<file path="src/hdl/csi_pkg.sv">
// Shared constants, codes and controller/datapath interface types for the
// control sequence parser. No dependencies.
package csi_pkg;

  // Sizing
  localparam int MAX_PARAMS = 16;
  localparam int PARAM_BITS = 16;
  localparam int IDX_W      = $clog2(MAX_PARAMS);
  localparam int CNT_W      = $clog2(MAX_PARAMS + 1);
  localparam int ACC_W      = PARAM_BITS + 4;

  // Port field widths
  localparam int BYTE_W     = 8;
  localparam int OUT_IDX_W  = 4;
  localparam int OUT_VAL_W  = 16;
  localparam int OUT_TOT_W  = 5;
  localparam int CFG_IDX_W  = 1;

  // Configuration register indexes
  localparam logic [CFG_IDX_W-1:0] REG_INTRODUCER = 1'd0;
  localparam logic [CFG_IDX_W-1:0] REG_OPENING    = 1'd1;

  // Reset values of the start pair
  localparam logic [BYTE_W-1:0] INTRODUCER_RST = 8'd27;
  localparam logic [BYTE_W-1:0] OPENING_RST    = 8'd91;

  // Character codes
  localparam logic [BYTE_W-1:0] CH_SEMI  = 8'h3B;
  localparam logic [BYTE_W-1:0] CH_ZERO  = 8'h30;
  localparam logic [BYTE_W-1:0] CH_NINE  = 8'h39;
  localparam logic [BYTE_W-1:0] CH_UP_A  = 8'h41;
  localparam logic [BYTE_W-1:0] CH_UP_Z  = 8'h5A;
  localparam logic [BYTE_W-1:0] CH_LO_A  = 8'h61;
  localparam logic [BYTE_W-1:0] CH_LO_Z  = 8'h7A;

  localparam logic [ACC_W-1:0] ACC_MAX = ACC_W'((64'd1 << PARAM_BITS) - 64'd1);

  // Controller to datapath
  typedef struct packed {
    logic byte_take;  // an input item is accepted this cycle
    logic rd_en;      // read the parameter store at the run index
    logic out_load;   // load the output register from read data
  } csi_cmd_t;

  // Datapath to controller
  typedef struct packed {
    logic seq_end;    // the offered byte is a letter inside a sequence
    logic run_last;   // the run index points at the final kept parameter
    logic slot_free;  // the output register can take a new item
  } csi_sts_t;

endpackage

</file>
<file path="src/hdl/csi_ctrl.sv">
// Controller for the control sequence parser: takes bytes while idle and
// steps the result run out of the parameter store. Uses csi_pkg.
module csi_ctrl (
  input  logic              clk,
  input  logic              rst_n,
  input  logic              in_valid,
  output logic              in_stall,
  input  csi_pkg::csi_sts_t sts,
  output csi_pkg::csi_cmd_t cmd
);
  import csi_pkg::*;

  typedef enum logic [2:0] {
    ST_IDLE = 3'b001,
    ST_RD   = 3'b010,
    ST_LD   = 3'b100
  } csi_state_t;

  csi_state_t state_r, state_nxt;

  // Next state and commands
  always_comb begin
    state_nxt     = state_r;
    cmd.byte_take = 1'b0;
    cmd.rd_en     = 1'b0;
    cmd.out_load  = 1'b0;
    in_stall      = 1'b1;
    case (state_r)
      ST_IDLE: begin
        in_stall      = 1'b0;
        cmd.byte_take = in_valid;
        if (in_valid && sts.seq_end) begin
          state_nxt = ST_RD;
        end
      end
      ST_RD: begin
        cmd.rd_en = 1'b1;
        state_nxt = ST_LD;
      end
      ST_LD: begin
        if (sts.slot_free) begin
          cmd.out_load = 1'b1;
          state_nxt    = sts.run_last ? ST_IDLE : ST_RD;
        end
      end
      default: begin
        state_nxt = ST_IDLE;
      end
    endcase
  end

  always_ff @(posedge clk) begin
    if (!rst_n) begin
      state_r <= ST_IDLE;
    end else begin
      state_r <= state_nxt;
    end
  end

`ifndef SYNTHESIS
  // A sequence-ending letter starts a read of the store next cycle
  a_end_starts_run: assert property (@(posedge clk) disable iff (!rst_n)
    cmd.byte_take && sts.seq_end |=> cmd.rd_en)
    else $error("run did not start after sequence end");

  // The load state is entered only right after a store read
  a_load_after_read: assert property (@(posedge clk) disable iff (!rst_n)
    (state_r == ST_LD) && ($past(state_r) != ST_LD) |-> $past(cmd.rd_en))
    else $error("output load without a store read");

  // No byte is taken during a run
  a_no_take_in_run: assert property (@(posedge clk) disable iff (!rst_n)
    cmd.rd_en || cmd.out_load |-> !cmd.byte_take)
    else $error("byte taken during result run");
`endif

endmodule

</file>
<file path="src/hdl/csi_dp.sv">
// Datapath for the control sequence parser: start-pair registers, byte
// classification, decimal accumulator, parameter store and output register.
// Uses csi_pkg.
module csi_dp (
  input  logic                            clk,
  input  logic                            rst_n,
  input  logic                            cfg_we,
  input  logic [csi_pkg::CFG_IDX_W-1:0]   cfg_index,
  input  logic [csi_pkg::BYTE_W-1:0]      cfg_wdata,
  input  logic [csi_pkg::BYTE_W-1:0]      in_byte,
  input  logic                            out_stall,
  input  csi_pkg::csi_cmd_t               cmd,
  output csi_pkg::csi_sts_t               sts,
  output logic                            out_valid,
  output logic [csi_pkg::BYTE_W-1:0]      out_final_letter,
  output logic [csi_pkg::OUT_IDX_W-1:0]   out_param_index,
  output logic [csi_pkg::OUT_VAL_W-1:0]   out_param_value,
  output logic [csi_pkg::OUT_TOT_W-1:0]   out_param_total,
  output logic                            out_too_many,
  output logic                            out_last
);
  import csi_pkg::*;

  logic [BYTE_W-1:0]     intro_r, open_r, prev_r, letter_r;
  logic                  in_seq_r;
  logic [PARAM_BITS-1:0] acc_r;
  logic [CNT_W-1:0]      count_r;
  logic                  ovf_r;
  logic [IDX_W-1:0]      rd_idx_r;
  logic [PARAM_BITS-1:0] rd_data_r;
  logic [PARAM_BITS-1:0] store_mem [MAX_PARAMS];

  logic                  is_letter, is_digit, is_semi, store_ok, do_store;
  logic [ACC_W-1:0]      acc_prod, acc_sum;
  logic [PARAM_BITS-1:0] acc_sat;

  // Classify the offered byte
  assign is_letter = ((in_byte >= CH_UP_A) && (in_byte <= CH_UP_Z)) ||
                     ((in_byte >= CH_LO_A) && (in_byte <= CH_LO_Z));
  assign is_digit  = (in_byte >= CH_ZERO) && (in_byte <= CH_NINE);
  assign is_semi   = (in_byte == CH_SEMI);
  assign store_ok  = (count_r < CNT_W'(MAX_PARAMS));
  assign do_store  = cmd.byte_take && in_seq_r && (is_letter || is_semi);

  // Accumulate one decimal digit, saturating
  assign acc_prod = ACC_W'(acc_r) * ACC_W'(10);
  assign acc_sum  = acc_prod + ACC_W'(in_byte - CH_ZERO);
  assign acc_sat  = (acc_sum > ACC_MAX) ? ACC_MAX[PARAM_BITS-1:0]
                                        : acc_sum[PARAM_BITS-1:0];

  // Status to the controller
  assign sts.seq_end   = in_seq_r && is_letter;
  assign sts.run_last  = ((CNT_W'(rd_idx_r) + CNT_W'(1)) == count_r);
  assign sts.slot_free = !out_valid || !out_stall;

  // Start-pair registers
  always_ff @(posedge clk) begin
    if (!rst_n) begin
      intro_r <= INTRODUCER_RST;
      open_r  <= OPENING_RST;
    end else if (cfg_we) begin
      case (cfg_index)
        REG_INTRODUCER: intro_r <= cfg_wdata;
        REG_OPENING:    open_r  <= cfg_wdata;
        default: ;
      endcase
    end
  end

  // Sequence tracking, accumulator and parameter count
  always_ff @(posedge clk) begin
    if (!rst_n) begin
      prev_r   <= '0;
      in_seq_r <= 1'b0;
      acc_r    <= '0;
      count_r  <= '0;
      ovf_r    <= 1'b0;
      rd_idx_r <= '0;
    end else begin
      if (cmd.byte_take) begin
        prev_r <= in_byte;
        if (!in_seq_r) begin
          if ((prev_r == intro_r) && (in_byte == open_r)) begin
            in_seq_r <= 1'b1;
            acc_r    <= '0;
            count_r  <= '0;
            ovf_r    <= 1'b0;
          end
        end else if (is_letter) begin
          in_seq_r <= 1'b0;
          rd_idx_r <= '0;
        end else if (is_semi) begin
          acc_r <= '0;
        end else if (is_digit) begin
          acc_r <= acc_sat;
        end else begin
          in_seq_r <= 1'b0;
        end
        if (do_store) begin
          if (store_ok) begin
            count_r <= count_r + CNT_W'(1);
          end else begin
            ovf_r <= 1'b1;
          end
        end
      end
      if (cmd.out_load) begin
        rd_idx_r <= rd_idx_r + IDX_W'(1);
      end
    end
  end

  // Hold the ending letter for the run
  always_ff @(posedge clk) begin
    if (cmd.byte_take && sts.seq_end) begin
      letter_r <= in_byte;
    end
  end

  // Parameter store: one write port, one registered read port
  always_ff @(posedge clk) begin
    if (do_store && store_ok) begin
      store_mem[count_r[IDX_W-1:0]] <= acc_r;
    end
    if (cmd.rd_en) begin
      rd_data_r <= store_mem[rd_idx_r];
    end
  end

  // Output register
  always_ff @(posedge clk) begin
    if (!rst_n) begin
      out_valid <= 1'b0;
    end else if (cmd.out_load) begin
      out_valid <= 1'b1;
    end else if (!out_stall) begin
      out_valid <= 1'b0;
    end
  end

  always_ff @(posedge clk) begin
    if (cmd.out_load) begin
      out_final_letter <= letter_r;
      out_param_index  <= OUT_IDX_W'(rd_idx_r);
      out_param_value  <= OUT_VAL_W'(rd_data_r);
      out_param_total  <= OUT_TOT_W'(count_r);
      out_too_many     <= ovf_r;
      out_last         <= sts.run_last;
    end
  end

endmodule

</file>
<file path="src/hdl/ansi_csi_sequence_parser.sv">
// Top level of the control sequence parser: joins the controller and the
// datapath. Uses csi_pkg, csi_ctrl and csi_dp.
//
// Takes one terminal byte per item and reports each finished control
// sequence (introducer byte, opening byte, decimal parameters separated by
// semicolons, ending letter) as a run of items, one per kept parameter, in
// order, with the ending letter, the parameter count, an overflow flag and
// a last marker. After the ending letter the block steps through each kept
// parameter (a registered read of the parameter store, then a load of the
// output register) with in_stall high; each load waits while out_stall
// holds the output register full. Up to 16 parameters are kept, values
// saturate at 65535. The start-pair bytes are written through the cfg port;
// the user must write them only while idle, as the block itself leaves this
// unchecked.
module ansi_csi_sequence_parser (
  input  logic                            clk,
  input  logic                            rst_n,
  input  logic                            cfg_we,
  input  logic [csi_pkg::CFG_IDX_W-1:0]   cfg_index,
  input  logic [csi_pkg::BYTE_W-1:0]      cfg_wdata,
  input  logic                            in_valid,
  output logic                            in_stall,
  input  logic [csi_pkg::BYTE_W-1:0]      in_byte,
  output logic                            out_valid,
  input  logic                            out_stall,
  output logic [csi_pkg::BYTE_W-1:0]      out_final_letter,
  output logic [csi_pkg::OUT_IDX_W-1:0]   out_param_index,
  output logic [csi_pkg::OUT_VAL_W-1:0]   out_param_value,
  output logic [csi_pkg::OUT_TOT_W-1:0]   out_param_total,
  output logic                            out_too_many,
  output logic                            out_last
);
  import csi_pkg::*;

  csi_cmd_t cmd;
  csi_sts_t sts;

  csi_ctrl u_ctrl (
    .clk      (clk),
    .rst_n    (rst_n),
    .in_valid (in_valid),
    .in_stall (in_stall),
    .sts      (sts),
    .cmd      (cmd)
  );

  csi_dp u_dp (
    .clk              (clk),
    .rst_n            (rst_n),
    .cfg_we           (cfg_we),
    .cfg_index        (cfg_index),
    .cfg_wdata        (cfg_wdata),
    .in_byte          (in_byte),
    .out_stall        (out_stall),
    .cmd              (cmd),
    .sts              (sts),
    .out_valid        (out_valid),
    .out_final_letter (out_final_letter),
    .out_param_index  (out_param_index),
    .out_param_value  (out_param_value),
    .out_param_total  (out_param_total),
    .out_too_many     (out_too_many),
    .out_last         (out_last)
  );

`ifndef SYNTHESIS
  // Each result index lies inside its run
  a_index_in_run: assert property (@(posedge clk) disable iff (!rst_n)
    out_valid |-> (OUT_TOT_W'(out_param_index) < out_param_total))
    else $error("parameter index beyond run length");

  // The last marker sits on the final index of the run
  a_last_matches_total: assert property (@(posedge clk) disable iff (!rst_n)
    out_valid && out_last |->
      ((OUT_TOT_W'(out_param_index) + OUT_TOT_W'(1)) == out_param_total))
    else $error("last marker on wrong index");

  // Input stays stalled while a run is pending in the output register
  a_stall_until_last: assert property (@(posedge clk) disable iff (!rst_n)
    out_valid && !out_last |-> in_stall)
    else $error("input taken in the middle of a run");
`endif

endmodule

</file>
<file path="config.mk">
export PLATFORM = sky130hd
export DESIGN_NAME = ansi_csi_sequence_parser
export DESIGN_NICKNAME = d
export VERILOG_FILES = /design/src/hdl/csi_pkg.sv /design/src/hdl/csi_ctrl.sv /design/src/hdl/csi_dp.sv /design/src/hdl/ansi_csi_sequence_parser.sv
export SDC_FILE = /design/constraint.sdc
export NUM_CORES = 1
export LEC_CHECK = 0
export BUFFER_PORTS_ARGS = -buffer_cell sky130_fd_sc_hd__buf_2
export CELL_PAD_IN_SITES_DETAIL_PLACEMENT = 1
export CELL_PAD_IN_SITES_GLOBAL_PLACEMENT = 1
export CORE_MARGIN = 2
export CORE_UTILIZATION = 30
export DETAILED_ROUTE_END_ITERATION = 7
export HOLD_SLACK_MARGIN = 0.06
export PLACE_DENSITY = 0.6
export SYNTH_ARGS = -nofsm -noshare
export SYNTH_HDL_FRONTEND = slang
export SYNTH_SLANG_ARGS = --single-unit
</file>
<file path="constraint.sdc">
create_clock -name clk -period 4.8 [get_ports clk]
set_input_delay 0.72 -clock clk [delete_from_list [all_inputs] [get_ports clk]]
set_output_delay 0.72 -clock clk [all_outputs]
set_load 0.05 [all_outputs]
</file>
=== Word-level counts from Yosys, hierarchy flattened ===
Memory sizes are Yosys's and may differ from the RTL's. A register that Yosys moved wholly into a read port is not among the register bits.
Index checks and enable logic that the tools add are counted.

* Flip-flop bits (word level): 98
* Bits in latches: 0
* Bits in writable memories: 256
* Bits in read-only memories: 0
* Input port bits: 22
* Output and inout port bits: 37
* Logic and storage cells: 105
* Memories: 1

{| class="wikitable"
|+ Memory list
! name !! words !! bits a word !! rd ports !! clocked after Yosys merged registers in !! wr ports !! RTL line !! text
|-
| u_dp.store_mem || 16 || 16 || 1 || 1 || 1 || csi_dp.sv:31 || <nowiki>logic [PARAM_BITS-1:0] store_mem [MAX_PARAMS];</nowiki>
|}

* Add/sub/neg operators: 5
* $mul: 1
* Div/mod/pow operators: 0
* Magnitude comparators: 8
* Equality and inequality tests: 12
* Shift operators: 0
* Multiplexer cells: 36
* Bitwise gates (word level): 1
* Reduce and logical (&&, ||, !) cells: 24

{| class="wikitable"
|+ Operator list
! operator !! number
|-
| $mux 16 || 6
|-
| $add 20x20->20 || 1
|-
| $gt 20x16->1 const B || 1
|-
| $mux 5 || 4
|-
| $mul 16x3->19 const B || 1
|-
| $mux 1 || 18
|-
| $eq 8x8->1 || 2
|-
| $ge 8x7->1 const B || 2
|-
| $le 8x7->1 const B || 2
|-
| $mux 4 || 4
|-
| $logic_and 1x1->1 || 10
|-
| $pmux 3 s3 || 1
|-
| $sub 8x6->9 const B || 1
|-
| $eq 8x6->1 const B || 1
|-
| $ge 8x6->1 const B || 1
|-
| $le 8x6->1 const B || 1
|-
| $reduce_bool 2->1 || 4
|-
| $mux 3 || 2
|-
| $reduce_and 2->1 || 3
|-
| $add 4x1->5 const B || 1
|-
| $add 5x1->5 const B || 1
|-
| $eq 5x5->1 || 1
|-
| $lt 5x5->1 const B || 1
|-
| $add 4x1->4 const B || 1
|-
| other kinds (12) || 17
|}

=== Longest topological paths before layout ===
* Depth in word-level cells: 8
* Mapped depth: 23

=== Modules after synthesis ===
From an unflattened synthesis, not the netlist that was laid out.

* Cells, all modules: 962
* Area total of the unflattened synthesis: 15,826.4 um2

{| class="wikitable"
|+ Modules (own cells, without submodules)
! module !! times used !! cells an instance !! area an instance (um2) !! sequential area each (um2)
|-
| csi_dp || 1 || 940 || 15,642.5 || 10,500.1
|-
| csi_ctrl || 1 || 22 || 183.9 || 60.1
|}

=== Worst setup path before layout ===
No wires, ideal clock.

* Kind: input to register
* From: in in_byte[0] in the netlist's numbering
* To: mem u_dp.store_mem[3][0], enable pin
* Setup time: 0.409 ns
* Arrival time: 4.018 ns
* Data required time: 4.391 ns
* Path slack: 0.373 ns
* Stages on the path: 9
* Path buffers: 2
* Cells stage by stage: buf_2 > nand2b_1 > a21oi_1 > o211ai_1 > a211oi_1 > o21ba_1 > clkbuf_1 > nand2_1 > nor3_1

* Longest elaborated chain between the ends: 8

{| class="wikitable"
|+ Ends and longest elaborated chain
! element !! RTL line !! text
|-
| from (decl) || ansi_csi_sequence_parser.sv:23 || <nowiki>input logic [csi_pkg::BYTE_W-1:0] in_byte,</nowiki>
|-
| $ge 8x7->1 (tied with other cells) || csi_dp.sv:38 || <nowiki>assign is_letter = ((in_byte >= CH_UP_A) && (in_byte <= CH_UP_Z)) ||</nowiki>
|-
| $logic_and 1x1->1 (on tied branches) || csi_dp.sv:38, csi_dp.sv:39 ||
|-
| $logic_or 1x1->1 || csi_dp.sv:38 ||
|-
| $logic_or 1x1->1 * || csi_dp.sv:43 || <nowiki>assign do_store = cmd.byte_take && in_seq_r && (is_letter || is_semi);</nowiki>
|-
| $logic_and 1x1->1 * || csi_dp.sv:43 ||
|-
| $logic_and 1x1->1 * || csi_dp.sv:122 || <nowiki>if (do_store && store_ok) begin</nowiki>
|-
| $mux 1 * || csi_dp.sv:122 ||
|-
| $mux 1 (not written as such) * || csi_dp.sv:123 || <nowiki>store_mem[count_r[IDX_W-1:0]] <= acc_r;</nowiki>
|-
| to (decl) || csi_dp.sv:31 ||
|}

Every way passes the cells marked *; elsewhere a longest branch is shown, timed or not.

=== Worst setup path after layout ===
* From: reg u_dp.acc_r[3]
* To: reg u_dp.acc_r[7]

* Longest elaborated chain between the ends: 8

{| class="wikitable"
|+ Ends and longest elaborated chain
! element !! RTL line !! text
|-
| from (decl) || csi_dp.sv:26 || <nowiki>logic [PARAM_BITS-1:0] acc_r;</nowiki>
|-
| from (signal assigned) || csi_dp.sv:95 || <nowiki>acc_r <= acc_sat;</nowiki>
|-
| $mul 16x3->19 * || csi_dp.sv:46 || <nowiki>assign acc_prod = ACC_W'(acc_r) * ACC_W'(10);</nowiki>
|-
| $add 20x20->20 * || csi_dp.sv:47 || <nowiki>assign acc_sum = acc_prod + ACC_W'(in_byte - CH_ZERO);</nowiki>
|-
| $gt 20x16->1 || csi_dp.sv:48 || <nowiki>assign acc_sat = (acc_sum > ACC_MAX) ? ACC_MAX[PARAM_BITS-1:0]</nowiki>
|-
| $mux 16 * || csi_dp.sv:48 ||
|-
| $mux 16 * || csi_dp.sv:94 || <nowiki>end else if (is_digit) begin</nowiki>
|-
| $mux 16 * || csi_dp.sv:92 || <nowiki>end else if (is_semi) begin</nowiki>
|-
| $mux 16 * || csi_dp.sv:89 || <nowiki>end else if (is_letter) begin</nowiki>
|-
| $mux 16 * || csi_dp.sv:82 || <nowiki>if (!in_seq_r) begin</nowiki>
|}

Every way passes the cells marked *; elsewhere a longest branch is shown, timed or not. The select of a mux whose other input is x is not followed.
A chain may end at the register's enable or synchronous reset.

==> impl_metrics.csv <==
group,metric,value,unit
cells_and_area,fin_nets,1153,
die,num_rows,83,
die,pin_count,59,
placed_design,gp_congestion,0.8040,
clock_tree,clockRootBuffer,"clkbuf_16",
clock_tree,clock_path_buffers,3,
sta,fin_crit,4446,ps
route,vias_per_cell,4.829,
power_and_ir_drop,leakage,5.811,nW
status,status,"complete, no violations",
critical_path,cp-start-kind,"register",
route,dr.first_iter.drc_count,466,
route,wl_met2,17740,µm
yosys,yosys_register_bits,370,
yosys,syn-cell-area,15730,µm²
yosys,yosysUniqueCellTypes,57,
die,die-width,233,µm
route,highest_layer,"met4",
power_and_ir_drop,power.share.clock,45.0,%
sta,fin_skew,30.58,ps
critical_path,crit_chain,"ha_1, ha_1, inv_1, fa_1, nor2b_1, o21ai_0, a21boi_1, o21ai_1, a31oi_2, a21o_1, a21oi_1, xnor2_1, ha_1, a21o_1, nand2_1, nand2b_1, a21oi_1, o21a_1, xnor3_1, a41oi_2, buf_6, a221o_1",
route,drtPass1Iterations,5,
yosys,synth-simple-area-share,5.790,%
route,drt.antenna.violating_nets,0,
yosys,synth-warning-count,0,
route,drt-met1-wl,16680,µm
grt,grt_use_total,13.81,%
yosys,synth_ff_type,"edfxtp_1",
yosys,synth.net_count,1048,
yosys,synth.most_common_cell,"edfxtp_1",
yosys,synth_top_family_by_area,"multiplexers",
clock_tree,cts_max_level,2,
yosys,synth_compound_area_share,6.068,%
route,avgRoutedWirePerCell,20.42,µm
yosys,synth_edf_count,315,
power_and_ir_drop,switching_power,1.414,mW
critical_path,path_class,"reg2reg",
die,die_y,233,µm
power_and_ir_drop,p_seq_share,52.7,%
clock_tree,cts.sinks,370,
grt,grt_pass1_vias,9294,
critical_path,crit_top_cell,"ha_1",
critical_path,cp.arrival,4930,ps
yosys,synth.area.top_cells,"edfxtp_1 (60%), mux4_2 (11%), dfxtp_1 (7.0%), ha_1 (4.6%), nand2_1 (1.8%)",
route,routed-via-count,8619,
cells_and_area,diodes,0,
sta,hold_slack,384.5,ps
yosys,netlist.area_leader.share,60.12,%
cells_and_area,final_cells,1785,
sta,relSlewSlack,32.10,%
critical_path,cp-end-kind,"register",
yosys,async_flop_share,0,%
cells_and_area,drive_above_1_share,23.98,%
critical_path,cp_data_required_time,5280,ps
placed_design,port_buffers,58,
placed_design,dp.cells,1705,
yosys,synth_xor_area_share,2.927,%
clock_tree,clk_pin_slew,60,ps
yosys,syn_inst,966,
yosys,synth.avg_cell_area,16.29,µm²
critical_path,crit_fanout,16,
sta,min_period_over_period,92.62,%
grt,grt_pass1_wl,56480,µm
yosys,yosys.area_share.adder,4.867,%
grt,overflow,0,
sta,final_max_slew_viol_count,0,
route,drc,0,
clock_tree,ctsHoldBuffers,0,
placed_design,place_area,17050,µm²
grt,antenna_found_initial,0,
power_and_ir_drop,irDropWorstVdd,0.2078,mV
critical_path,cp_slowest_cell,"fa_1",
yosys,yosysSeqAreaShare,67.12,%
yosys,yosys-top-cells-count,"edfxtp_1 (315), mux4_2 (80), nand2_1 (75)",
clock_tree,cts_tree,"done",
power_and_ir_drop,power.density,358.2,nW/µm²
yosys,synth_area_leader_cell,"edfxtp_1",
grt,grt_max_degree,66,
flow_run,maxCapViolations,0,
sta,clock.fmax,224.9,MHz
die,die_area,54290,µm²
sta,hold_violations,0,
cells_and_area,post-route-util,35.54,%
sta,worstMarginPinSlew,1018,ps
clock_tree,numCtsBuffers,42,
clock_tree,clock_latency,570,ps
cells_and_area,synthToLayoutAreaGrowth,16.61,%
power_and_ir_drop,swShare,21.52,%
placed_design,dp.final_hpwl,22410,µm
critical_path,slowest_delay,390,ps
route,routed-wl-met3,1281,µm
worst_hold_path,hold_class,"in2reg",
power_and_ir_drop,power_frac_comb,2.3,%
die,initial_core_util,30.48,%
power_and_ir_drop,power.internal,5.158,mW
sta,setup_viol_count_final,0,
yosys,muxShareOfSynthArea,11.45,%
die,core-area,51610,µm²
power_and_ir_drop,power,6.572,mW
route,routed_wl,36450,µm
cells_and_area,postLayoutCellArea,18350,µm²
metal layers:
metal  up-vias  track usage, %
li1       3998               -
met1      4440           18.54
met2       129           22.70
met3        52           2.574
met4         0           4.200
met5         -               0
path summary, 6_finish.rpt:
path | start | endpoint | slack (ps) | cells past startpoint
setup / recovery | u_dp.acc_r[3]$_SDFFE_PN0P_ | u_dp.acc_r[7]$_SDFFE_PN0P_ | 350 | 22
hold / removal | cfg_wdata[3] | u_dp.open_r[3]$_SDFFE_PN1P_ | 380 | 3
setup reg to reg | u_dp.acc_r[3]$_SDFFE_PN0P_ | u_dp.acc_r[7]$_SDFFE_PN0P_ | 350 | 22
hold reg to reg | u_dp.rd_data_r[13]$_DFFE_PP_ | u_dp.out_param_value[13]$_DFFE_PP_ | 410 | 0
repair_timing:
action	CTS	global route
setup buffers	0	2
resized for setup	0	9
endpoints found under the setup margin	0	16
per-stage QoR:
| step | TNS, ps | setup WS, ps |
|---|---|---|
| after floorplan | 0 | 373.0 |
| after global placement | 0 | 274.3 |
| after global routing | -4.652 | -4.300 |
| after CTS | 0 | 138.0 |
| after detailed placement | 0 | 152.7 |
| final | 0 | 354.4 |
power by group through the flow:
| stage | registers, mW | logic (mW) | clock network [mW] |
|---|---|---|---|
| after floorplan | 3.53 | 0.106 | 0 |
| after global placement | 3.53 | 0.148 | 0 |
| after detailed placement | 3.53 | 0.151 | 0 |
| after CTS | 3.47 | 0.152 | 3.05 |
| after global routing | 3.47 | 0.169 | 3.15 |
| final | 3.47 | 0.149 | 2.96 |
final cells by class:
cell class	instances	area, µm²
flip-flops and latches	370	10570
repair buffers	102	624.3
inverters	25	93.84
fillers	5240	33270
clock inverters	20	141.4
clock buffers	58	1121
well taps	680	850.8
multi-input cells	530	4945
kinds of logic after synthesis:
group	after synthesis
simple gates	195
mux	80
xor+xnor	51
fa+ha+maj	60
buf+inv	66
flops	370
compound gates	144
critical path, delay by kind of cell (launching register included):
kind,cells,cell delay (ps)
adders and majority gates,4,1150
and+or+nand+nor,3,260
DFF,1,340
buffers and inverters,2,250
AOI/OAI and AO/OA,11,1820
xor gates and xnor gates,2,540
placed cells by master, fill, tap and decap left out, drive strengths merged, types with 4 or more instances in the layout:
| cell | instances |
|---|---|
| edfxtp | 315 |
| a221o | 16 |
| o211ai | 8 |
| a31oi | 8 |
| or3 | 4 |
| nand3 | 22 |
| mux4 | 80 |
| ha | 58 |
| xnor2 | 27 |
| buf | 102 |
| clkinv | 16 |
| inv | 28 |
| and2 | 4 |
| dfxtp | 55 |
| xor2 | 23 |
| nand2b | 8 |
| a21o | 7 |
| nand2 | 75 |
| a211oi | 8 |
| nor2b | 5 |
| a21oi | 53 |
| clkbuf | 58 |
| o21ai | 22 |
| nor2 | 42 |
| nor4 | 5 |
| o21a | 4 |
| nor3 | 18 |
sequential cells by signal, summed over array words and instances (netlist names), 8 cells and up:
signal / cells
u_dp.rd_data_r: 16
u_dp.store_mem: 256
u_dp.intro_r: 8
u_dp.prev_r: 8
u_dp.out_param_value: 16
u_dp.acc_r: 16
u_dp.open_r: 8
u_dp.out_final_letter: 8
u_dp.letter_r: 8
Note: power is estimated with default switching activity, not from simulation.
